`src/rtl/arpc_pkg.sv`:
```
// shared types and codes for the address cache
package arpc_pkg;

  // action codes
  localparam logic [1:0] ACT_LOOKUP = 2'd0;
  localparam logic [1:0] ACT_SET    = 2'd1;
  localparam logic [1:0] ACT_REMOVE = 2'd2;

  // status codes
  localparam logic [1:0] ST_OK   = 2'd0;
  localparam logic [1:0] ST_MISS = 2'd1;
  localparam logic [1:0] ST_FULL = 2'd2;

  localparam int IP_W    = 32;
  localparam int MAC_W   = 48;
  localparam int COUNT_W = 5;

  // one table entry
  typedef struct packed {
    logic [IP_W-1:0]  ip;
    logic [MAC_W-1:0] mac;
  } entry_t;

  // answer handed from the sequencer to the output register
  typedef struct packed {
    logic [1:0]       status;
    logic [MAC_W-1:0] found_mac;
  } result_t;

endpackage

```
`src/rtl/arpc_if.sv`:
```
// valid/ready channel interfaces for request and answer words

interface arpc_in_if;
  logic                          valid;
  logic                          ready;
  logic [1:0]                    action;
  logic [arpc_pkg::IP_W-1:0]     ip_address;
  logic [arpc_pkg::MAC_W-1:0]    mac_address;

  modport source (output valid, action, ip_address, mac_address, input ready);
  modport sink (input valid, action, ip_address, mac_address, output ready);
endinterface

interface arpc_out_if;
  logic                          valid;
  logic                          ready;
  logic [1:0]                    status;
  logic [arpc_pkg::MAC_W-1:0]    found_mac;
  logic [arpc_pkg::COUNT_W-1:0]  entry_count;

  modport source (output valid, status, found_mac, entry_count, input ready);
  modport sink (input valid, status, found_mac, entry_count, output ready);
endinterface

```
`src/rtl/arpc_table.sv`:
```
// entry memory: one write port, one registered read port
module arpc_table #(
  parameter int ENTRIES = 16,
  parameter int IDX_W   = 4
) (
  input  logic                     clk,
  input  logic [IDX_W-1:0]         rd_addr,
  output arpc_pkg::entry_t         rd_data,
  input  logic                     wr_en,
  input  logic [IDX_W-1:0]         wr_addr,
  input  arpc_pkg::entry_t         wr_data
);

  arpc_pkg::entry_t mem_r [ENTRIES];
  arpc_pkg::entry_t rd_data_r;

  // write port
  always_ff @(posedge clk) begin
    if (wr_en) begin
      mem_r[wr_addr] <= wr_data;
    end
  end

  // registered read port
  always_ff @(posedge clk) begin
    rd_data_r <= mem_r[rd_addr];
  end

  assign rd_data = rd_data_r;

endmodule

```
`src/rtl/arpc_seq.sv`:
```
// sequencer: walks the table with one comparator and one index incrementer
module arpc_seq #(
  parameter int TABLE_ENTRIES = 16,
  parameter int IDX_W = 4,
  parameter int CNT_W = 5
) (
  input  logic                          clk,
  input  logic                          rst_n,
  input  logic                          in_valid,
  output logic                          in_ready,
  input  logic [1:0]                    in_action,
  input  logic [arpc_pkg::IP_W-1:0]     in_ip,
  input  logic [arpc_pkg::MAC_W-1:0]    in_mac,
  output logic [IDX_W-1:0]              rd_addr,
  input  arpc_pkg::entry_t              rd_data,
  output logic                          wr_en,
  output logic [IDX_W-1:0]              wr_addr,
  output arpc_pkg::entry_t              wr_data,
  output logic                          res_valid,
  input  logic                          res_take,
  output arpc_pkg::result_t             res,
  output logic [CNT_W-1:0]              count
);

  typedef enum logic [2:0] {
    S_IDLE,
    S_SCAN_RD,
    S_SCAN_CMP,
    S_RESOLVE,
    S_SHIFT_RD,
    S_SHIFT_WR,
    S_DONE
  } state_t;

  state_t                        state_r;
  logic [1:0]                    action_r;
  logic [arpc_pkg::IP_W-1:0]     key_r;
  logic [arpc_pkg::MAC_W-1:0]    mac_r;
  logic [arpc_pkg::MAC_W-1:0]    found_r;
  logic                          hit_r;
  logic [CNT_W-1:0]              idx_r;
  logic [CNT_W-1:0]              count_r;
  arpc_pkg::result_t             res_r;

  logic [CNT_W:0]                idx_inc;
  logic [CNT_W:0]                count_ext;
  logic [CNT_W:0]                count_dec;
  logic                          full;
  logic                          key_match;

  // shared incrementer and comparator
  assign idx_inc   = {1'b0, idx_r} + {{CNT_W{1'b0}}, 1'b1};
  assign count_ext = {1'b0, count_r};
  assign count_dec = count_ext - {{CNT_W{1'b0}}, 1'b1};
  assign full      = (count_r == CNT_W'(TABLE_ENTRIES));
  assign key_match = (rd_data.ip == key_r);

  // memory ports
  always_comb begin
    rd_addr = idx_r[IDX_W-1:0];
    if (state_r == S_SHIFT_RD) begin
      rd_addr = idx_inc[IDX_W-1:0];
    end
    wr_en   = 1'b0;
    wr_addr = idx_r[IDX_W-1:0];
    wr_data = '{ip: key_r, mac: mac_r};
    if (state_r == S_SHIFT_WR) begin
      wr_en   = 1'b1;
      wr_data = rd_data;
    end else if (state_r == S_RESOLVE && action_r == arpc_pkg::ACT_SET) begin
      if (hit_r) begin
        wr_en = 1'b1;
      end else if (!full) begin
        wr_en   = 1'b1;
        wr_addr = count_r[IDX_W-1:0];
      end
    end
  end

  assign in_ready  = (state_r == S_IDLE);
  assign res_valid = (state_r == S_DONE);
  assign res       = res_r;
  assign count     = count_r;

  // state and registered outputs
  always_ff @(posedge clk) begin
    if (!rst_n) begin
      state_r <= S_IDLE;
      count_r <= '0;
      hit_r   <= 1'b0;
      idx_r   <= '0;
    end else begin
      unique case (state_r)
        S_IDLE: begin
          if (in_valid) begin
            action_r <= in_action;
            key_r    <= in_ip;
            mac_r    <= in_mac;
            hit_r    <= 1'b0;
            idx_r    <= '0;
            state_r  <= (count_r == '0) ? S_RESOLVE : S_SCAN_RD;
          end
        end
        S_SCAN_RD: begin
          state_r <= S_SCAN_CMP;
        end
        S_SCAN_CMP: begin
          if (key_match) begin
            hit_r   <= 1'b1;
            found_r <= rd_data.mac;
            state_r <= S_RESOLVE;
          end else if (idx_inc == count_ext) begin
            state_r <= S_RESOLVE;
          end else begin
            idx_r   <= idx_inc[CNT_W-1:0];
            state_r <= S_SCAN_RD;
          end
        end
        S_RESOLVE: begin
          res_r.found_mac <= '0;
          res_r.status    <= arpc_pkg::ST_MISS;
          state_r         <= S_DONE;
          case (action_r)
            arpc_pkg::ACT_LOOKUP: begin
              if (hit_r) begin
                res_r.status    <= arpc_pkg::ST_OK;
                res_r.found_mac <= found_r;
              end
            end
            arpc_pkg::ACT_SET: begin
              if (hit_r) begin
                res_r.status <= arpc_pkg::ST_OK;
              end else if (full) begin
                res_r.status <= arpc_pkg::ST_FULL;
              end else begin
                res_r.status <= arpc_pkg::ST_OK;
                count_r      <= idx_inc[CNT_W-1:0] + count_r - idx_r;
              end
            end
            arpc_pkg::ACT_REMOVE: begin
              if (hit_r) begin
                res_r.status <= arpc_pkg::ST_OK;
                if (idx_inc == count_ext) begin
                  count_r <= count_dec[CNT_W-1:0];
                end else begin
                  state_r <= S_SHIFT_RD;
                end
              end
            end
            default: begin
              res_r.status <= arpc_pkg::ST_MISS;
            end
          endcase
        end
        S_SHIFT_RD: begin
          state_r <= S_SHIFT_WR;
        end
        S_SHIFT_WR: begin
          idx_r <= idx_inc[CNT_W-1:0];
          if (idx_inc == count_dec) begin
            count_r <= count_dec[CNT_W-1:0];
            state_r <= S_DONE;
          end else begin
            state_r <= S_SHIFT_RD;
          end
        end
        S_DONE: begin
          if (res_take) begin
            state_r <= S_IDLE;
          end
        end
        default: begin
          state_r <= S_IDLE;
        end
      endcase
    end
  end

endmodule

```
`src/rtl/arp_address_cache.sv`:
```
// top level of the IPv4-to-MAC address cache
//
// Request words arrive on in_ch: an action (lookup, set, remove), an IPv4
// address and, for set, a MAC. Each request gives exactly one answer word on
// out_ch: a status (found/success, not found, table full), the MAC found by a
// lookup (zero otherwise) and the entry count after the operation.
// The table keeps its valid entries packed at the lowest places. One shared
// comparator walks them, a read state and then a compare state for each
// entry visited, because the entry memory has a single registered read
// port. A remove then moves every later entry down one place, with a read
// state and then a write state for each entry moved. A search stops at the
// first match or after the last valid entry. One request is in flight at
// a time; in_ch.ready is high only while the sequencer is idle, so a new
// request is taken only once the sequencer has passed on its last answer.
// The answer sits in an output register, so the next request is taken while
// a stalled receiver holds out_ch.ready low; the sequencer waits only if a
// second answer is ready before the first has gone.
// Reset empties the table (count zero) and drops any pending answer.
module arp_address_cache #(
  parameter int TABLE_ENTRIES = 16
) (
  input  logic         clk,
  input  logic         rst_n,
  arpc_in_if.sink      in_ch,
  arpc_out_if.source   out_ch
);

  localparam int IDX_W = (TABLE_ENTRIES > 1) ? $clog2(TABLE_ENTRIES) : 1;
  localparam int CNT_W = $clog2(TABLE_ENTRIES + 1);

  logic [IDX_W-1:0]                  rd_addr;
  arpc_pkg::entry_t                  rd_data;
  logic                              wr_en;
  logic [IDX_W-1:0]                  wr_addr;
  arpc_pkg::entry_t                  wr_data;
  logic                              res_valid;
  logic                              res_take;
  arpc_pkg::result_t                 res;
  logic [CNT_W-1:0]                  count;
  logic [CNT_W+arpc_pkg::COUNT_W-1:0] count_wide;

  logic                              out_valid_r;
  arpc_pkg::result_t                 out_res_r;
  logic [arpc_pkg::COUNT_W-1:0]      out_count_r;

  arpc_table #(
    .ENTRIES (TABLE_ENTRIES),
    .IDX_W   (IDX_W)
  ) u_table (
    .clk     (clk),
    .rd_addr (rd_addr),
    .rd_data (rd_data),
    .wr_en   (wr_en),
    .wr_addr (wr_addr),
    .wr_data (wr_data)
  );

  arpc_seq #(
    .TABLE_ENTRIES (TABLE_ENTRIES),
    .IDX_W         (IDX_W),
    .CNT_W         (CNT_W)
  ) u_seq (
    .clk       (clk),
    .rst_n     (rst_n),
    .in_valid  (in_ch.valid),
    .in_ready  (in_ch.ready),
    .in_action (in_ch.action),
    .in_ip     (in_ch.ip_address),
    .in_mac    (in_ch.mac_address),
    .rd_addr   (rd_addr),
    .rd_data   (rd_data),
    .wr_en     (wr_en),
    .wr_addr   (wr_addr),
    .wr_data   (wr_data),
    .res_valid (res_valid),
    .res_take  (res_take),
    .res       (res),
    .count     (count)
  );

  // count shown modulo 32
  assign count_wide = {{arpc_pkg::COUNT_W{1'b0}}, count};

  // output register takes a word when empty or being drained
  assign res_take = res_valid && (!out_valid_r || out_ch.ready);

  always_ff @(posedge clk) begin
    if (!rst_n) begin
      out_valid_r <= 1'b0;
    end else if (res_take) begin
      out_valid_r <= 1'b1;
    end else if (out_ch.ready) begin
      out_valid_r <= 1'b0;
    end
  end

  // answer payload
  always_ff @(posedge clk) begin
    if (res_take) begin
      out_res_r   <= res;
      out_count_r <= count_wide[arpc_pkg::COUNT_W-1:0];
    end
  end

  assign out_ch.valid       = out_valid_r;
  assign out_ch.status      = out_res_r.status;
  assign out_ch.found_mac   = out_res_r.found_mac;
  assign out_ch.entry_count = out_count_r;

endmodule
```
`src/flat_wrapper.sv`:
```
// flat-port wrapper written by rule: the top's interface ports become plain ports
module arp_address_cache_flat 
#(
  parameter int TABLE_ENTRIES = 16
)
  (clk, rst_n, in_ch_valid, in_ch_action, in_ch_ip_address, in_ch_mac_address, in_ch_ready, out_ch_valid, out_ch_status, out_ch_found_mac, out_ch_entry_count, out_ch_ready);
  arpc_in_if in_ch_i ();
  arpc_out_if out_ch_i ();
  input  logic clk;
  input  logic rst_n;
  input wire logic [$bits(in_ch_i.valid)-1:0] in_ch_valid;
  input wire logic [$bits(in_ch_i.action)-1:0] in_ch_action;
  input wire logic [$bits(in_ch_i.ip_address)-1:0] in_ch_ip_address;
  input wire logic [$bits(in_ch_i.mac_address)-1:0] in_ch_mac_address;
  output wire logic [$bits(in_ch_i.ready)-1:0] in_ch_ready;
  output wire logic [$bits(out_ch_i.valid)-1:0] out_ch_valid;
  output wire logic [$bits(out_ch_i.status)-1:0] out_ch_status;
  output wire logic [$bits(out_ch_i.found_mac)-1:0] out_ch_found_mac;
  output wire logic [$bits(out_ch_i.entry_count)-1:0] out_ch_entry_count;
  input wire logic [$bits(out_ch_i.ready)-1:0] out_ch_ready;
  assign in_ch_i.valid = in_ch_valid;
  assign in_ch_i.action = in_ch_action;
  assign in_ch_i.ip_address = in_ch_ip_address;
  assign in_ch_i.mac_address = in_ch_mac_address;
  assign in_ch_ready = in_ch_i.ready;
  assign out_ch_valid = out_ch_i.valid;
  assign out_ch_status = out_ch_i.status;
  assign out_ch_found_mac = out_ch_i.found_mac;
  assign out_ch_entry_count = out_ch_i.entry_count;
  assign out_ch_i.ready = out_ch_ready;
  arp_address_cache #(.TABLE_ENTRIES(TABLE_ENTRIES)) u_core (.clk(clk), .rst_n(rst_n), .in_ch(in_ch_i), .out_ch(out_ch_i));
endmodule
```
`config.mk`:
```
export PLATFORM = sky130hd
export DESIGN_NAME = arp_address_cache_flat
export DESIGN_NICKNAME = d
export VERILOG_FILES = /design/src/rtl/arpc_pkg.sv /design/src/rtl/arpc_if.sv /design/src/rtl/arpc_table.sv /design/src/rtl/arpc_seq.sv /design/src/rtl/arp_address_cache.sv /design/src/flat_wrapper.sv
export SDC_FILE = /design/constraint.sdc
export NUM_CORES = 2
export LEC_CHECK = 0
export ABC_CLOCK_PERIOD_IN_PS = 9550
export BUFFER_PORTS_ARGS = -buffer_cell sky130_fd_sc_hd__buf_2
export CORE_MARGIN = 8
export CORE_UTILIZATION = 65
export CTS_BUF_LIST = sky130_fd_sc_hd__clkbuf_4 sky130_fd_sc_hd__clkbuf_8 sky130_fd_sc_hd__clkbuf_16
export CTS_CLUSTER_SIZE = 40
export DETAILED_ROUTE_END_ITERATION = 8
export PLACE_DENSITY_LB_ADDON = 0.05
export SLEW_MARGIN = 10
export SYNTH_ARGS = -nofsm -noshare
export SYNTH_HDL_FRONTEND = slang
export SYNTH_SLANG_ARGS = --single-unit
export TNS_END_PERCENT = 30
```
`constraint.sdc`:
```
create_clock -name clk -period 9.55 [get_ports clk]
set_input_delay 0.955 -clock clk [delete_from_list [all_inputs] [get_ports clk]]
set_output_delay 0.955 -clock clk [all_outputs]
set_load 0.05 [all_outputs]
```
Word-level counts from Yosys, hierarchy flattened
Memories as Yosys holds them, arrays and structs flattened. A register that Yosys moved wholly into a read port is not among the register bits.
Index checks and enable logic that the tools add are counted.
Storage, ports and cells
  register bits after elaboration: 250
  bits in writable memories: 1280
  logic and storage cells: 104
  memories kept: 1
Operators by class
  add/sub/neg operators: 4
  equality and inequality tests: 23
  muxes and demuxes: 43
  reduce and logical (&&, ||, !) cells: 19
Memories
  u_core.u_table.mem_r: depth 16, bits a word 80, rd ports 1, clocked after memory_dff 1, write ports 1, RTL line arpc_table.sv:14  | arpc_pkg::entry_t mem_r [ENTRIES];
Operator list (count)
  two-way mux 80 bit: 1
  two-way mux 49 bit: 1
  two-way mux 5 bit: 8
  == test 32 bit: 1
  one-hot mux 3 bit (7 select lines): 1
  two-way mux 4 bit: 5
  one-hot mux 5 bit (2 select lines): 2
  two-way mux 2 bit: 9
  one-hot mux 5 bit (3 select lines): 1
  inequality test 3 bit, second input constant: 4
  two-way mux 1 bit: 11
  inequality test 2 bit, second input constant: 5
  == test 3 bit, second input constant: 3
  AND reduction 3 bit: 3
  AND reduction 7 bit: 1
  adder 5 x 1 -> 6 bit, second input constant: 1
  == test 3 x 2 -> 1 bit, second input constant: 2
  == test 6 x 5 -> 1 bit: 1
  == test 6 bit: 1
  two-way mux 3 bit: 2
  one-hot mux 2 bit (3 select lines): 1
  AND reduction 2 bit: 3
  nonzero test 2 bit: 3
  subtractor 5 x 1 -> 6 bit, second input constant: 1
  17 further kinds: 18

Logic depth before layout (Yosys ltp)
  word-level depth: 7
  mapped depth: 10
  depth with buffers taken out: 10

Modules after synthesis
A second synthesis with hierarchy kept.
Unflattened totals
  cells, all modules: 2672
  area, all modules: 59587.1 um^2
Modules (own cells, without submodules)
  arpc_table: times used 1, cells an instance 2054, area an instance 49422.4 um^2, seq. area each 40038.4 um^2
  arpc_seq: times used 1, cells an instance 559, area an instance 8465.6 um^2, seq. area each 5685.5 um^2
  arp_address_cache: times used 1, cells an instance 59, area an instance 1699.1 um^2, seq. area each 1671.6 um^2

Worst setup path before layout
OpenSTA, ideal clock, no wires.
  path kind: register to register
  start point: register u_core.u_seq.state_r[0]
  end point: register u_core.u_seq.action_r[0], enable pin
  setup time: 523 ps
  arrival time: 5494 ps
  data required time: 9027 ps
  slack: 3533 ps
  cell stages (with the launch flop): 5
  buffers on the path: 1
  clock period less this slack: 6017 ps
  cells stage by stage: dfxtp_1 clkbuf_1 nor3_1 nand2_1 nor2_1
Between the ends
  word-level cells in the longest chain between the ends: 2
Ends and longest elaborated chain
  start: declaration: RTL line arpc_seq.sv:35  | state_t state_r;
  start signal: assignment: RTL line arpc_seq.sv:101  | state_r <= (count_r == '0) ? S_RESOLVE : S_SCAN_RD;
  logical NOT 3 bit
  via in_ch_ready: RTL line flat_wrapper.sv:15  | output wire logic [$bits(in_ch_i.ready)-1:0] in_ch_ready;
  AND reduction 3 bit (no source line)
  end signal: assignment: RTL line arpc_seq.sv:96  | action_r <= in_action;
  end: declaration: RTL line arpc_seq.sv:36  | logic [1:0] action_r;
The timed path passes the listed nets, and every way through them passes these cells.
A chain may end at the register's enable or synchronous reset.

Final worst setup path
  start point: register u_core.u_seq.action_r[1]
  end point: memory u_core.u_table.mem_r[15][71] (netlist name), enable pin
Between the ends
  word-level cells in the longest chain between the ends: 6
  elaborated cells between the ends (all ways): 8
  classes of those cells: eq/ne (1); mux (6); reduce/logical (1)
Ends and longest elaborated chain
  == test 2 x 1 -> 1 bit (*): RTL line arpc_seq.sv:70  | end else if (state_r == S_RESOLVE && action_r == arpc_pkg::ACT_SET) begin
  logical AND 1 bit (*): RTL line arpc_seq.sv:70
  two-way mux 1 bit: RTL line arpc_seq.sv:70
  two-way mux 1 bit: RTL line arpc_seq.sv:67  | if (state_r == S_SHIFT_WR) begin
  two-way mux 1 bit: RTL line arpc_table.sv:19  | if (wr_en) begin
  two-way mux 1 bit (implied by the code): RTL line arpc_table.sv:20  | mem_r[wr_addr] <= wr_data;
  end: declaration: RTL line arpc_table.sv:14
Mark *: on every way between the ends. The rest lies on a longest branch, timed or not.

==> results.cfg <==
[grt]
gr-total-overflow = 0
grt_max_degree = 142
grt_pass1_vias = 28467
grt_busiest_layer = met2
grtUsageMet2 = 0.4066
grt.total_usage = 0.2549
use_met1 = 0.3750
antenna_found_initial = 1
grt_pass1_wl_um = 191000
use_met3 = 0.04843

[yosys]
syn-num-nets = 2787
syn_inst = 2694
synth-async-reset-ratio = 0
synth_ff_type = edfxtp_1
yosysSeqAreaShare = 0.7919
synth.avg_cell_area_sq_um = 22.22
synth-seq-cells = 1610
synth-edff-count = 1515
synth_area_sq_um = 59850
yosysWarningCount = 0
synthDistinctLibCells = 54

[timing]
holdWs_ns = 0.3781
worst_pin_slew_ns = 1.225
fin_crit_sh = 0.4948
finClkSkew_ns = 0.02643
drv_slew = 0
hold_violations = 0
timing.slew.headroom = 0.1744
tns_ns = 0
fin_crit_ns = 4.725
rsz0062_at_grt = no
setup_violations = 0
fin_ws_ns = 4.825
max_freq_mhz = 211.6

[die]
core_sq_um = 91520
die_area_sq_um = 102000
pin_count = 143
start_util = 0.6539
row_count = 111
die_y_um = 319.4
die_width_um = 319.4

[power]
irDropWorstVdd_uv = 178.5
powerDensity_nw_per_um2 = 231.3
p_total_mw = 15.57
leakagePower_nw = 22.63

[finish]
final_common_cell = edfxtp_1
area_delta_synth_final_pct = 12.51
nets = 3008
layout_common_cells = edfxtp_1 (1515), mux4_2 (400), nand2_1 (266)
n_fill_cell = 5047
drive_above_1_share = 0.2942
post-route-util = 0.7357

[worst_setup_path]
start_kind = flop
rr_worst_depth = 8
regToRegSetupSlack_ns = 4.82
timing.critical_path.fanout_max = 53
critical_path_class = reg -> reg
worst_path_most_repeated_cell = buf_4
max_stage_delay_ns = 0.73
path_cells = inv_1 > buf_4 > nand3_1 > nor3_1 > a31oi_1 > nor2_4 > buf_4 > buf_4
timing.rr.end = u_core.u_table.mem_r[15][71]
r2r_start = u_core.u_seq.action_r[1]
required_ns = 9.92
end_kind = flop
cp.arrival_ns = 5.10
critPathSlowestCell = buf_4

[routing]
via_count = 27798
drtIter0Drc = 3118
viasPerCell = 6.567
routed_wl_um = 129300
drt-pass1-iter-count = 7
wl_per_cell_um = 30.56
post-route-drc-count = 0
postRouteAntennaNets = 0

[cts]
cts_resized = 0
h-tree-depth = 4
clockBufferDepth = 3
path_clk_slew_ns = 0.06
cts_tree = done
cts_buffers = 154
postCtsSetupRepairBufs = 0
hold_buffers = 0
cts_num_sinks = 1610
clock_latency_ns = 0.75
cts_root_buf = clkbuf_16

[place]
place_ws_ns = 4.898
io_buffers = 142
hpwlAfterDp_um = 68360
globalplace.congestion = 0.8320

[run_status]
status = completed

[min_path]
hp-class = in -> reg
hold_path.startpoint = in_ch_mac_address[21]
hold_path_depth = 1
min_to = u_core.u_seq.mac_r[21]

[flow_run]
maxCapViolCount = 0
power by group:
group,internal (mW),switching [mW],total [mW]
logic,0.722,0.742,1.46
clock network,3.60,2.48,6.08
registers,7.92,0.112,8.03
total,12.2,3.33,15.6
per-layer routing:
metal,vias to the layer above,wire length (um)
met1,14859,53810
met4,0,2134
met2,1235,63590
li1,11551,-
met3,153,9811
met5,-,0
stage by stage:
stage | instances | area, sq um
6_report | 4233 | 67340
5_1_grt | 4232 | 67340
4_1_cts | 4232 | 67340
3_5_place_dp | 3945 | 62170
3_3_place_gp | 3945 | 62170
2_1_floorplan | 2694 | 59850
worst max-delay path by stage:
stage,slack (ns),startpoint,to
global route,4.59,u_core.u_seq.action_r[1],u_core.u_table.mem_r[15][76]
detailed placement,4.90,u_core.u_seq.action_r[1],u_core.u_table.mem_r[0][36]
global placement,4.99,u_core.u_seq.action_r[1],u_core.u_table.mem_r[0][74]
floorplan,3.53,u_core.u_seq.state_r[0],u_core.u_seq.action_r[0]
finish,4.82,u_core.u_seq.action_r[1],u_core.u_table.mem_r[15][71]
CTS,4.89,u_core.u_seq.action_r[1],u_core.u_table.mem_r[0][36]
flip-flops by register name, summed over array words and instances (netlist names):
| signal | count |
|---|---|
| u_core.u_table.rd_data | 80 |
| u_core.u_seq.mac_r | 48 |
| u_core.u_seq.res | 50 |
| u_core.u_seq.state_r | 3 |
| u_core.out_ch.entry_count | 5 |
| u_core.u_seq.idx_r | 5 |
| u_core.u_seq.count | 5 |
| u_core.out_ch.found_mac | 48 |
| u_core.u_seq.action_r | 2 |
| u_core.out_ch.valid | 1 |
| u_core.u_table.mem_r | 1280 |
| u_core.u_seq.hit_r | 1 |
| u_core.out_ch.status | 2 |
| u_core.u_seq.found_r | 48 |
| u_core.u_seq.key_r | 32 |
logic make-up (layout without fill, tap and decap cells):
kind of cell,after synthesis,count (layout),synth area share
flops,1610,1610,0.7919
buf+inv,141,493,0.009554
simple gates,420,420,0.03155
other cells,0,1,0
compound gates,59,59,0.006418
xor+xnor,53,53,0.007756
fa+ha+maj,7,7,0.001589
mux,404,404,0.1512
synth_stat cells, drive strengths merged, types with 5 or more instances:
| library cell | number | area, sq um |
|---|---|---|
| edfxtp | 1515 | 45490 |
| nor2 | 34 | 127.6 |
| clkbuf | 88 | 330.3 |
| xnor2 | 12 | 105.1 |
| nand3 | 8 | 40.04 |
| nand4 | 5 | 31.28 |
| o21ai | 15 | 75.07 |
| a31oi | 7 | 43.79 |
| ha | 6 | 75.07 |
| nor4 | 10 | 62.56 |
| xor2 | 41 | 359.1 |
| dfxtp | 95 | 1902 |
| mux4 | 400 | 9009 |
| nor3 | 13 | 65.06 |
| nor3b | 7 | 57.55 |
| inv | 7 | 26.28 |
| a21oi | 13 | 65.06 |
| and3 | 54 | 337.8 |
| nand2 | 266 | 998.5 |
| buf | 46 | 215.2 |
critical path, delay by kind of cell (launching register included):
family                 cells  cell delay [ns]
flip-flops                 1             0.42
buffers and inverters      4             2.03
AO/OA/AOI/OAI              1             0.52
AND/OR/NAND/NOR            3             1.33
layout make-up:
class / count / area [sq um] / share of cell area
antenna: 1 / 2.502 / 0.00003716
clock buffer: 231 / 4664 / 0.06927
clock inverter: 56 / 499.2 / 0.007414
inverter: 7 / 26.28 / 0.0003902
multi-input combinational: 943 / 12090 / 0.1795
sequential: 1610 / 47400 / 0.7038
tap: 1186 / 1484 / 0.02204
timing repair buffer: 199 / 1176 / 0.01747
Note: power is estimated with default switching activity, not from simulation.
